==> src/hdl/tosr_pkg.sv <==
package tosr_pkg;

    localparam int DEF_STACK_DEPTH   = 64;
    localparam int DEF_NUM_REGISTERS = 16;

    localparam int CMD_W    = 3;
    localparam int TAG_W    = 3;
    localparam int BITS_W   = 64;
    localparam int RIDX_W   = 5;
    localparam int STATUS_W = 3;
    localparam int DEPTH_W  = 7;

    localparam int S_TDATA_W = 72;
    localparam int S_TUSER_W = 3;
    localparam int M_TDATA_W = 80;
    localparam int M_TUSER_W = 3;

    typedef enum logic [CMD_W-1:0] {
        CMD_PUSH  = 3'd0,
        CMD_POP   = 3'd1,
        CMD_CLEAR = 3'd2,
        CMD_DUP   = 3'd3,
        CMD_SWAP  = 3'd4,
        CMD_LOAD  = 3'd5,
        CMD_STORE = 3'd6
    } cmd_t;

    typedef enum logic [STATUS_W-1:0] {
        ST_OK       = 3'd0,
        ST_EMPTY    = 3'd1,
        ST_FEW      = 3'd2,
        ST_RANGE    = 3'd3,
        ST_REGEMPTY = 3'd4,
        ST_FULL     = 3'd5
    } status_t;

    typedef struct packed {
        logic [TAG_W-1:0]  tag;
        logic [BITS_W-1:0] bits;
    } entry_t;

    typedef struct packed {
        logic take_up;
        logic take_down;
    } cell_ctrl_t;

endpackage

==> src/hdl/tosr_regfile.sv <==
module tosr_regfile
    import tosr_pkg::*;
#(
    parameter int NUM_REGISTERS = DEF_NUM_REGISTERS,
    parameter int RW = (NUM_REGISTERS > 1) ? $clog2(NUM_REGISTERS) : 1
)
(
    input  logic          clk,
    input  logic          rst_n,
    input  logic          wr_en,
    input  logic [RW-1:0] wr_idx,
    input  entry_t        wr_entry,
    input  logic [RW-1:0] rd_idx,
    output entry_t        rd_entry,
    output logic          rd_valid
);

    entry_t                   file_reg [NUM_REGISTERS];
    logic [NUM_REGISTERS-1:0] valid_reg;
    logic [NUM_REGISTERS-1:0] valid_next;

    always_comb
    begin
        valid_next = valid_reg;
        if (wr_en)
        begin
            valid_next[wr_idx] = 1'b1;
        end
    end

    always_ff @(posedge clk or negedge rst_n)
    begin
        if (!rst_n)
        begin
            valid_reg <= '0;
        end
        else
        begin
            valid_reg <= valid_next;
        end
    end

    always_ff @(posedge clk)
    begin
        if (wr_en)
        begin
            file_reg[wr_idx] <= wr_entry;
        end
    end

    assign rd_entry = file_reg[rd_idx];
    assign rd_valid = valid_reg[rd_idx];

endmodule

==> config.mk <==
export PLATFORM = sky130hd
export DESIGN_NAME = tosr_regfile
export DESIGN_NICKNAME = d
export VERILOG_FILES = /design/src/hdl/tosr_pkg.sv /design/src/hdl/tosr_regfile.sv
export SDC_FILE = /design/constraint.sdc
export NUM_CORES = 1
export LEC_CHECK = 0
export BUFFER_PORTS_ARGS = -buffer_cell sky130_fd_sc_hd__buf_2
export CAP_MARGIN = 20
export CORE_MARGIN = 1.5
export CORE_UTILIZATION = 35
export CTS_CLUSTER_SIZE = 10
export DETAILED_ROUTE_END_ITERATION = 8
export GPL_TIMING_DRIVEN = 1
export MAX_ROUTING_LAYER = met4
export PLACE_DENSITY = 0.61
export SYNTH_ARGS = -nofsm -noshare
export SYNTH_HDL_FRONTEND = slang
export SYNTH_SLANG_ARGS = --single-unit
==> constraint.sdc <==
create_clock -name clk -period 1.93 [get_ports clk]
set_input_delay 0.0965 -clock clk [delete_from_list [all_inputs] [get_ports clk]]
set_output_delay 0.0965 -clock clk [all_outputs]
set_load 0.05 [all_outputs]
==> run summary <==
status: finished, violations left
failing checks: setup timing
Critical Path Source: file_reg[3][47]$_DFFE_PP_
Setup Skew: 0 ns
final core occ: 43.5%
Seq/Total Area, Yosys: 80.2%
WP data arrival: 2.11 ns
vias in the first global route: 20500
mapped cell area: 0.0406 sq mm
FF+latch count, synth: 1088
Worst Setup End Kind: output pin
Detailed Route Iter0 Violations: 1945
Total Routed Length: 98.7 mm
max-slew violation count: 0
I/O Pins: 146
DR DRC count: 0
Pwr Density: 1000 mW/mm^2
TritonCTS Sinks: 1088
Post-CTS Repair Setup Buffers: 0
Placer Congestion: 0.735
worst hold path type: input pin to flop
max_cap viols: 0
H-Tree Depth: 3
Mapped Cells: 1698
WP data required: 1.83 ns
final hold vios: 0
Peak VDD IR: 0.000655 V
CP Launch Type: flop
hold_sp: wr_idx[0]
total grt overflow: 0
Critical Path Fanout Max: 1
Worst-Skew Late Latency: 0.68 ns
Final Critical Period: 2.21 ns
Via density: 5.34
Post-Syn Area per Cell: 23.9 sq um
Total GRT Usage: 17.4%
Cell Count, Final, Fillers Out: 3632
number of CTS-inserted buffers: 119
die height: 344 um
top cells by area, synth: edfxtp_1, mux4_2, a22oi_1
largest net degree at the start of global routing: 49
antenna violations before repair: 16
DP Cell Count: 3389
TNS Setup: -12.57 ns
HPWL after DPL: 55.0 mm
Layout area overhead: 23.0%
ratio of final minimum period to clock period: 114%
max_slew headroom: 52.2%
unrepaired setup endpoints after global routing: yes
critical path class: flop to output pin
Initial Util: 35.4%
Die ar.: 0.118 sq mm
fin worst setup slack: -0.276 ns
number of flip-flops in the largest register: 1072
Netlist cell types: 19
Yosys warnings: 0
tightest hold margin: 0.0903 ns
CTS tree: built
Root Driver: clkbuf_16
Max clock buf depth: 3
reg2reg start: valid_reg[4]$_DFFE_PN0P_
Synth top area share: 79.2%
synthesized net count: 1776
Placeable Area: 0.115 sq mm
layout cells sized above 1: 39.2%
Leakage: 15.8 nW
Synth area leader: edfxtp_1
Highest Clock Rate: 453 MHz
CTS clock-pin slew for the worst setup and hold paths: 0.05 ns
Final setup viols: 68
input/output buffers: 145
Routed Antenna Nets: 0
worst slew pin tran: 0.715 ns
global-route wire length before repair: 144 mm
1st-pass router iterations: 5
die width: 344 um
nets@finish: 2147
Via Count: 19400
Cell Rows: 124
Avg WL per Cell: 27.2 um
metal layers:
layer | vias to the layer above | part of all wire, % | track usage (%)
li1 | 8043 | - | -
met1 | 10600 | 45 | 24.4
met2 | 640 | 47 | 26.4
met3 | 133 | 6.3 | 3.25
met4 | 0 | 1.6 | 4.20
met5 | - | 0 | -
final timing paths:
path | endpoint | slack (ns) | cells after the start
max in group asynchronous | valid_reg[2]$_DFFE_PN0P_ | 0.84 | 3
setup reg to reg | valid_reg[4]$_DFFE_PN0P_ | 1.14 | 1
hold reg to reg | valid_reg[11]$_DFFE_PN0P_ | 0.46 | 1
hold / removal | file_reg[0][7]$_DFFE_PP_ | 0.09 | 3
min in group asynchronous | valid_reg[11]$_DFFE_PN0P_ | 0.63 | 3
setup / recovery | rd_entry[47] | -0.28 | 4
kinds of logic (layout without fill, tap and decap cells):
group	count (synthesis)	after routing	synth area share, %
AND/OR/NAND/NOR	111	111	1.20
multiplexers	272	272	15.1
AO/OA/AOI/OAI	136	136	2.51
buffers and inverters	91	499	1.02
flip-flops	1088	1088	80.2
other	0	14	0
power breakdown:
group | switching, mW | total (mW) | internal [mW]
Sequential | 0.128 | 26.6 | 26.5
Clock | 8.35 | 19.5 | 11.2
Combinational | 2.34 | 3.95 | 1.61
area by class of cell:
type / count / area [sq um]
Clock buffer: 149 / 3090
Antenna cell: 14 / 35.0
Fill cell: 9619 / 64800
Timing Repair Buffer: 341 / 3930
Tap cell: 1512 / 1890
Sequential cell: 1088 / 32600
Multi-Input combinational cell: 519 / 8320
Clock inverter: 9 / 128
timing repair:
action,CTS,global route
pin swaps,107,29
hold buffers,71,0
gates resized for setup,241,17
setup endpoints to repair,68,68
hold endpoints to repair,1089,0
synthesized netlist by cell type:
| master | instances |
|---|---|
| or2_2 | 16 |
| buf_2 | 29 |
| nand2b_1 | 2 |
| a22oi_1 | 136 |
| nor3_1 | 4 |
| nor2_1 | 13 |
| dfrtp_1 | 16 |
| buf_6 | 1 |
| mux4_2 | 272 |
| buf_1 | 2 |
| and2_1 | 1 |
| nor2b_1 | 2 |
| edfxtp_1 | 1072 |
| clkbuf_1 | 51 |
| nand3b_1 | 2 |
| nand2_1 | 69 |
| or3b_2 | 1 |
| nand3_1 | 1 |
| buf_4 | 8 |
placed cells by master, fill, tap and decap left out, types with 14 or more instances in the layout:
cell type,Yosys,routed
clkbuf_1,51,30
buf_4,8,42
nand2_1,69,34
nand2_2,0,34
or2_2,16,16
dlygate4sd3_1,0,71
edfxtp_1,1072,1072
a22oi_1,136,52
dfrtp_1,16,16
buf_2,29,77
diode_2,0,14
clkbuf_16,0,119
mux4_2,272,272
buf_6,1,50
buf_12,0,88
a22oi_2,0,84
worst max-delay path, stage by stage (launching register included):
cell,delay (ns)
edfxtp_1,0.36
mux4_2,0.46
a22oi_1,0.22
nand2_2,0.18
buf_8,0.20
stage by stage:
stage,instance area [sq um],worst slack (ns),power (mW)
6_report,50000,-0.276,50.1
5_1_grt,50000,-0.355,51.7
4_1_cts,49900,-0.340,50.6
3_5_place_dp,45100,-0.0144,30.6
3_3_place_gp,45100,-0.0472,30.5
2_1_floorplan,40700,-0.716,29.1
(Power assumes the default switching activity.)
