--- src/hdl/tosr_pkg.sv ---
package tosr_pkg;

    localparam int DEF_STACK_DEPTH   = 64;
    localparam int DEF_NUM_REGISTERS = 16;

    localparam int CMD_W    = 3;
    localparam int TAG_W    = 3;
    localparam int BITS_W   = 64;
    localparam int RIDX_W   = 5;
    localparam int STATUS_W = 3;
    localparam int DEPTH_W  = 7;

    localparam int S_TDATA_W = 72;
    localparam int S_TUSER_W = 3;
    localparam int M_TDATA_W = 80;
    localparam int M_TUSER_W = 3;

    typedef enum logic [CMD_W-1:0] {
        CMD_PUSH  = 3'd0,
        CMD_POP   = 3'd1,
        CMD_CLEAR = 3'd2,
        CMD_DUP   = 3'd3,
        CMD_SWAP  = 3'd4,
        CMD_LOAD  = 3'd5,
        CMD_STORE = 3'd6
    } cmd_t;

    typedef enum logic [STATUS_W-1:0] {
        ST_OK       = 3'd0,
        ST_EMPTY    = 3'd1,
        ST_FEW      = 3'd2,
        ST_RANGE    = 3'd3,
        ST_REGEMPTY = 3'd4,
        ST_FULL     = 3'd5
    } status_t;

    typedef struct packed {
        logic [TAG_W-1:0]  tag;
        logic [BITS_W-1:0] bits;
    } entry_t;

    typedef struct packed {
        logic take_up;
        logic take_down;
    } cell_ctrl_t;

endpackage

--- src/hdl/tosr_cell.sv ---
module tosr_cell
    import tosr_pkg::*;
(
    input  logic       clk,
    input  cell_ctrl_t ctrl,
    input  entry_t     up_in,
    input  entry_t     down_in,
    output entry_t     q,
    output entry_t     d
);

    entry_t entry_reg;
    entry_t entry_next;

    always_comb
    begin
        priority if (ctrl.take_up)
        begin
            entry_next = up_in;
        end
        else if (ctrl.take_down)
        begin
            entry_next = down_in;
        end
        else
        begin
            entry_next = entry_reg;
        end
    end

    always_ff @(posedge clk)
    begin
        entry_reg <= entry_next;
    end

    assign q = entry_reg;
    assign d = entry_next;

endmodule

--- config.mk ---
export PLATFORM = sky130hd
export DESIGN_NAME = tosr_cell
export DESIGN_NICKNAME = d
export VERILOG_FILES = /design/src/hdl/tosr_pkg.sv /design/src/hdl/tosr_cell.sv
export SDC_FILE = /design/constraint.sdc
export NUM_CORES = 1
export LEC_CHECK = 0
export BUFFER_PORTS_ARGS = -buffer_cell sky130_fd_sc_hd__buf_4
export CAP_MARGIN = 40
export CELL_PAD_IN_SITES_DETAIL_PLACEMENT = 1
export CELL_PAD_IN_SITES_GLOBAL_PLACEMENT = 1
export CORE_MARGIN = 2
export CORE_UTILIZATION = 26
export CTS_BUF_LIST = sky130_fd_sc_hd__clkbuf_8 sky130_fd_sc_hd__clkbuf_16
export CTS_CLUSTER_DIAMETER = 150
export DETAILED_ROUTE_END_ITERATION = 10
export GPL_ROUTABILITY_DRIVEN = 0
export PLACE_DENSITY_LB_ADDON = 0.1
export SLEW_MARGIN = 20
export SYNTH_ARGS = -nofsm -noshare
export SYNTH_HDL_FRONTEND = slang
export SYNTH_SLANG_ARGS = --single-unit
--- constraint.sdc ---
create_clock -name clk -period 1.56 [get_ports clk]
set_input_delay 0 -clock clk [delete_from_list [all_inputs] [get_ports clk]]
set_output_delay 0 -clock clk [all_outputs]
set_load 0.1 [all_outputs]
==> metrics.md, run 1 <==
| Metric | Value |
|---|---|
| Total CTS buffers | 9 |
| Setup TNS | 0 ps |
| Initial core utilization | 0.269 |
| Max FFs per register | 67 |
| Crit Path Max Fanout | 30 |
| Number of global-route vias before repair | 4350 |
| Final Hold Vio Count | 0 |
| N_diodes | 0 |
| Yosys top cell by area | dfxtp_1 |
| Initial antenna violation count | 0 |
| Setup Crit Path Kind | in2reg |
| Vias/cell | 4.79 |
| Min Tclk post-route | 1410 ps |
| DR WL/cell | 20.4 µm |
| Post-synthesis sequential area ratio | 0.483 |
| Synth Area per Inst | 9.54 µm² |
| Status | complete, no violations |
| # IOs | 271 |
| Net count after synthesis | 428 |
| H-tree depth | 3 |
| DRT Pass-1 Iters | 4 |
| Worst-Skew Late Latency | 350 ps |
| Die ar. | 0.0115 mm² |
| Post-synthesis register bit count | 67 |
| CP endpoint kind | flop |
| Hold Path Class | in2reg |
| Crit-path max cell delay | 570 ps |
| # Post-CTS Setup Buffers | 0 |
| Worst reg-to-reg setup slack | 170 ps |
| Die Span X | 107 µm |
| Root Driver | clkbuf_8 |
| CP max stage cell | dlygate4sd3_1 |
| Vias post-DR | 3822 |
| FP Rows | 37 |
| Top cell type's share of synthesized area | 0.483 |
| Worst-path clk slew | 80 ps |
| Synth area leaders | dfxtp_1, mux2i_1, nand2_1 |
| R2r startpoint | q[50]$_DFF_P_ |
| Antenna-violating nets left | 0 |
| DRC viols | 0 |
| Final count of negative-setup-slack endpoints | 0 |
| RSZ-0062 raised after global routing | no |
| Final nets | 794 |
| Clk buf depth | 2 |
| WP data required | 1780 ps |
| Total GRT Usage | 0.276 |
| Netlist Area Pre-Place | 0.00278 mm² |
| Worst-path cell chain | buf_4, buf_12, mux2i_1, o21ai_2, dlygate4sd3_1 |
| Overflow after GRT | 0 |
| Worst Path Arrival | 1630 ps |
| Final cell count without fillers | 798 |
| Worst R2R Path Depth | 3 |
| Post-DP HPWL | 9910 µm |
| Routed Wire Length | 16300 µm |
| Leak pwr | 3.26 nW |
| Area Growth Syn to Fin | 146% |
| Max Slew Vio Count | 0 |
| Fillcell total | 1068 |
| Initial DRC Count | 70 |
| Maximum operating frequency | 709 MHz |
| Max cap viols | 0 |
| CP endpoint | q[50]$_DFF_P_ |
| Die H | 107 µm |
| CTS tree | yes |
| Most frequent cells in the layout | buf_4, dlygate4sd3_1, mux2i_1, nand2_1, o21ai_4 |
| Setup Skew | 0 ps |
| Core ar. | 0.0103 mm² |
| Worst slew pin tran | 417 ps |
| R2R Path End | q[50]$_DFF_P_ |
| Critical path startpoint | ctrl[0] |
| First-pass GRT wire length | 24000 µm |
| Mapped Cells | 291 |
| Relative slew slack | 0.722 |
| Share of layout cells above drive strength 1 | 0.600 |
| Fin crit share | 0.904 |
| Number of port buffers | 270 |
| Max VDD drop | 556 µV |
| Largest net degree at the start of global routing | 32 |
| Commonest non-fill, non-tap cell in the layout | buf_4 |
| YS warnings | 0 |
| Synth cell types | 9 |
| PD cells | 1140 mW/mm² |
| Placed cells | 682 |
| Clock sinks | 67 |
| Crit path launch type | input port |
how the worst min path moves through the flow:
stage	start	endpoint	slack (ps)	cells after the start
floorplan	up_in[64]	d[64]	290	2
global placement	up_in[5]	q[5]$_DFF_P_	220	3
detailed placement	up_in[20]	q[20]$_DFF_P_	220	3
CTS	down_in[26]	q[26]$_DFF_P_	3	3
global route	down_in[26]	q[26]$_DFF_P_	6	3
finish	down_in[2]	q[2]$_DFF_P_	20	3
layout make-up:
cell class | count | area, µm² | share of cell area
tap | 136 | 170 | 0.0250
clock buffer | 11 | 151 | 0.0222
clock inverter | 5 | 53.8 | 0.00789
timing repair buffer | 378 | 3180 | 0.466
multi-input combinational | 201 | 1790 | 0.262
sequential | 67 | 1480 | 0.217
worst max-delay path: cells and delay by family:
family          cells  cell delay (ps)
compound gates      1              100
buf+inv             3             1130
mux                 1              370
logic make-up (layout without fill, tap and decap cells):
group	Yosys count	in the layout	share of synthesized area
AO/OA/AOI/OAI	67	67	0.121
buffers and inverters	23	394	0.0636
flip-flops	67	67	0.483
multiplexers	67	67	0.242
AND/OR/NAND/NOR	67	67	0.0906
where the power goes:
part / switching [mW] / internal (mW)
registers: 0.105 / 1.88
logic: 3.16 / 1.11
clock network: 0.725 / 0.819
synthesized netlist by cell type:
library cell  instances
dfxtp_1              67
nand2_1              67
o21ai_1              30
mux2i_1              67
o21ai_0              37
buf_4                 4
buf_12                4
clkbuf_1              7
buf_2                 8
per-layer routing:
metal	wire [µm]	GRT usage	up-vias
met4	724	0.134	0
met1	5310	0.259	1846
met2	9130	0.545	184
li1	-	-	1743
met5	0	0	-
met3	1110	0.0696	49
timing repair:
item | 4_1_cts | 5_1_grt
hold buffers | 99 | 1
gates resized for setup | 0 | 0
hold endpoints to repair | 67 | 1
through the flow:
step	setup slack [ps]	cell area [µm²]	hold WS (ps)	util	total power, mW
4_1_cts	224	6810	3.31	0.660	7.76
3_5_place_dp	270	5610	221	0.544	5.97
6_report	150	6820	22.2	0.661	7.80
5_1_grt	145	6820	6.34	0.661	8.04
2_1_floorplan	-642	3440	286	-	5.07
3_3_place_gp	318	5610	215	0.544	5.92
Note: power is estimated with default switching activity, not from simulation.
==> run 2, diff against run 1 <==
--- a/config.mk
+++ b/config.mk
@@ -5,7 +5,7 @@
 export SDC_FILE = /design/constraint.sdc
 export NUM_CORES = 1
 export LEC_CHECK = 0
-export BUFFER_PORTS_ARGS = -buffer_cell sky130_fd_sc_hd__buf_4
+export BUFFER_PORTS_ARGS = -buffer_cell sky130_fd_sc_hd__buf_2
 export CAP_MARGIN = 40
 export CELL_PAD_IN_SITES_DETAIL_PLACEMENT = 1
 export CELL_PAD_IN_SITES_GLOBAL_PLACEMENT = 1
==> run 2 against run 1 <==
Sequential power is essentially flat. Routed wire length shrank 15%. Utilization shrank 1.2 points. Combinational power grew 2%. Total power shrank 3.0%. Clock skew is the same. Final area shrank 1.7%. Die area is the same. Non-clock buffer count shrank 22. Critical path type is now reg2out. Largest cell class unchanged.
==> metrics.md, run 2 (synthesized netlist as in run 1, its figures left out) <==
| Metric | Value |
|---|---|
| Final nets | 772 (was 794) |
| CP max stage cell | buf_2 (was dlygate4sd3_1) |
| WL met3 | 899 µm (was 1110 µm) |
| Highest routed layer | met4 (unchanged) |
| Die ar. | 0.0115 mm² (unchanged) |
| Total CTS buffers | 9 (unchanged) |
| Number of global-route vias before repair | 4037 (was 4350) |
| Worst-Skew Late Latency | 340 ps (was 350 ps) |
| Max VDD drop | 587 µV (was 556 µV) |
| Clk buf depth | 2 (unchanged) |
| DRT Pass-1 Iters | 4 (unchanged) |
| Largest net degree at the start of global routing | 35 (was 32) |
| Final Hold Vio Count | 0 (unchanged) |
| CTS tree | yes (unchanged) |
| Initial DRC Count | 81 (was 70) |
| Root Driver | clkbuf_8 (unchanged) |
| Final count of negative-setup-slack endpoints | 0 (unchanged) |
| Vias post-DR | 3561 (was 3822) |
| Setup ws final | 172 ps (was 150 ps) |
| CP endpoint kind | output port (was flop) |
| Worst reg-to-reg setup slack | 260 ps (was 170 ps) |
| CTS Hold Bufs | 78 (was 99) |
| Crit path launch type | flop (was input port) |
| Storage element area | 0.00148 mm² (unchanged) |
| RSZ-0062 raised after global routing | no (unchanged) |
| Clock sinks | 67 (unchanged) |
| Setup TNS | 0 ps (unchanged) |
| Worst-path clk slew | 80 ps (about the same) |
| Layout Utilization | 0.649 (was 0.661) |
| WL met1 | 4870 µm (was 5310 µm) |
| H-tree depth | 3 (unchanged) |
| Min Tclk post-route | 1390 ps (was 1410 ps) |
| Setup Crit Path Kind | reg2out (was in2reg) |
| DR WL/cell | 17.9 µm (was 20.4 µm) |
| Total GRT Usage | 0.242 (was 0.276) |
| DR WL met2 | 7670 µm (was 9130 µm) |
| Crit Path Max Fanout | 2 (was 30) |
| First-pass GRT wire length | 21400 µm (was 24000 µm) |
| Die H | 107 µm (unchanged) |
| Worst-path cell chain | mux2i_1, o21ai_2, buf_2 (was buf_4, buf_12, mux2i_1, o21ai_2, dlygate4sd3_1) |
| Initial core utilization | 0.269 (unchanged) |
| Share of layout cells above drive strength 1 | 0.619 (was 0.600) |
| Max cap viols | 0 (unchanged) |
| Vias/cell | 4.59 (was 4.79) |
| Top delay family on crit path | buffers and inverters (unchanged) |
| N_diodes | 0 (unchanged) |
| Area Growth Syn to Fin | 141% (was 146%) |
| Relative slew slack | 0.657 (was 0.722) |
| Die Span X | 107 µm (unchanged) |
| Initial antenna violation count | 0 (unchanged) |
| Worst slew pin tran | 519 ps (was 417 ps) |
| Antenna-violating nets left | 0 (unchanged) |
| Worst Path Arrival | 1390 ps (was 1630 ps) |
| Fin crit share | 0.889 (was 0.904) |
| Routed Wire Length | 13900 µm (was 16300 µm) |
| # IOs | 271 (unchanged) |
| Setup Skew | 0 ps (unchanged) |
| Leak pwr | 3.20 nW (was 3.26 nW) |
| WP data required | 1560 ps (was 1780 ps) |
| Most frequent cells in the layout | buf_2, dlygate4sd3_1, mux2i_1, nand2_1, buf_12 (was buf_4, dlygate4sd3_1, mux2i_1, nand2_1, o21ai_4) |
| Overflow after GRT | 0 (unchanged) |
| CP bufs+invs | 1 (was 3) |
| Core ar. | 0.0103 mm² (unchanged) |
| Post-CTS sizing | 0 (unchanged) |
| Number of port buffers | 270 (unchanged) |
| Max FFs per register | 67 (unchanged) |
| Crit-path max cell delay | 440 ps (was 570 ps) |
| DRC viols | 0 (unchanged) |
| Maximum operating frequency | 721 MHz (was 709 MHz) |
| Max Slew Vio Count | 0 (unchanged) |
| Post-DP HPWL | 9850 µm (was 9910 µm) |
| Worst slack, placed | 390 ps (was 270 ps) |
| Hold Path Class | in2reg (unchanged) |
| Fillcell total | 1095 (was 1068) |
| Status | complete, no violations (unchanged) |
| Smallest hold slack | 20.3 ps (was 22.2 ps) |
| FP Rows | 37 (unchanged) |
| Pwr Total | 7.56 mW (was 7.80 mW) |
| # Post-CTS Setup Buffers | 0 (unchanged) |
| Multi-input gate area | 0.00179 mm² (unchanged) |
| PD cells | 1130 mW/mm² (was 1140 mW/mm²) |
| Commonest non-fill, non-tap cell in the layout | buf_2 (was buf_4) |
## run 2: worst register-to-register path, delay by kind of cell (launching register included)
family,cells,cell delay [ps]
flip-flops,1,330
buffers and inverters,1,580
AO/OA/AOI/OAI,1,80
multiplexers,1,200
## run 2: worst paths after layout
| kind | start | endpoint | cells after the start |
|---|---|---|---|
| worst max-delay path | q[6]$_DFF_P_ | d[6] | 3 |
| worst min-delay path | down_in[48] | q[48]$_DFF_P_ | 3 |
| worst max register to register | q[6]$_DFF_P_ | q[6]$_DFF_P_ | 3 |
| worst min register to register | q[48]$_DFF_P_ | q[48]$_DFF_P_ | 2 |
## run 2: cell type report
type                    instances  area share
flip-flops and latches         67       0.221
clock inverters                 7     0.00560
well taps                     136      0.0254
repair buffers                356       0.463
multi-input cells             201       0.267
clock buffers                   9      0.0185
## run 2: report_power, final
group          internal, mW  switching, mW
clock                 0.557          0.684
sequential             1.88         0.0861
combinational          1.18           3.17
## run 2: through the flow
step / cells / cell area, µm²
after floorplan: 291 / 3440
after global placement: 682 / 5760
after detailed placement: 682 / 5760
after CTS: 776 / 6700
after global routing: 776 / 6700
final: 776 / 6700
## run 2: metal layers
metal,up-vias,GRT usage
met3,28,0.0551
met2,163,0.476
li1,1704,-
met1,1666,0.236
met5,-,0
met4,0,0.111
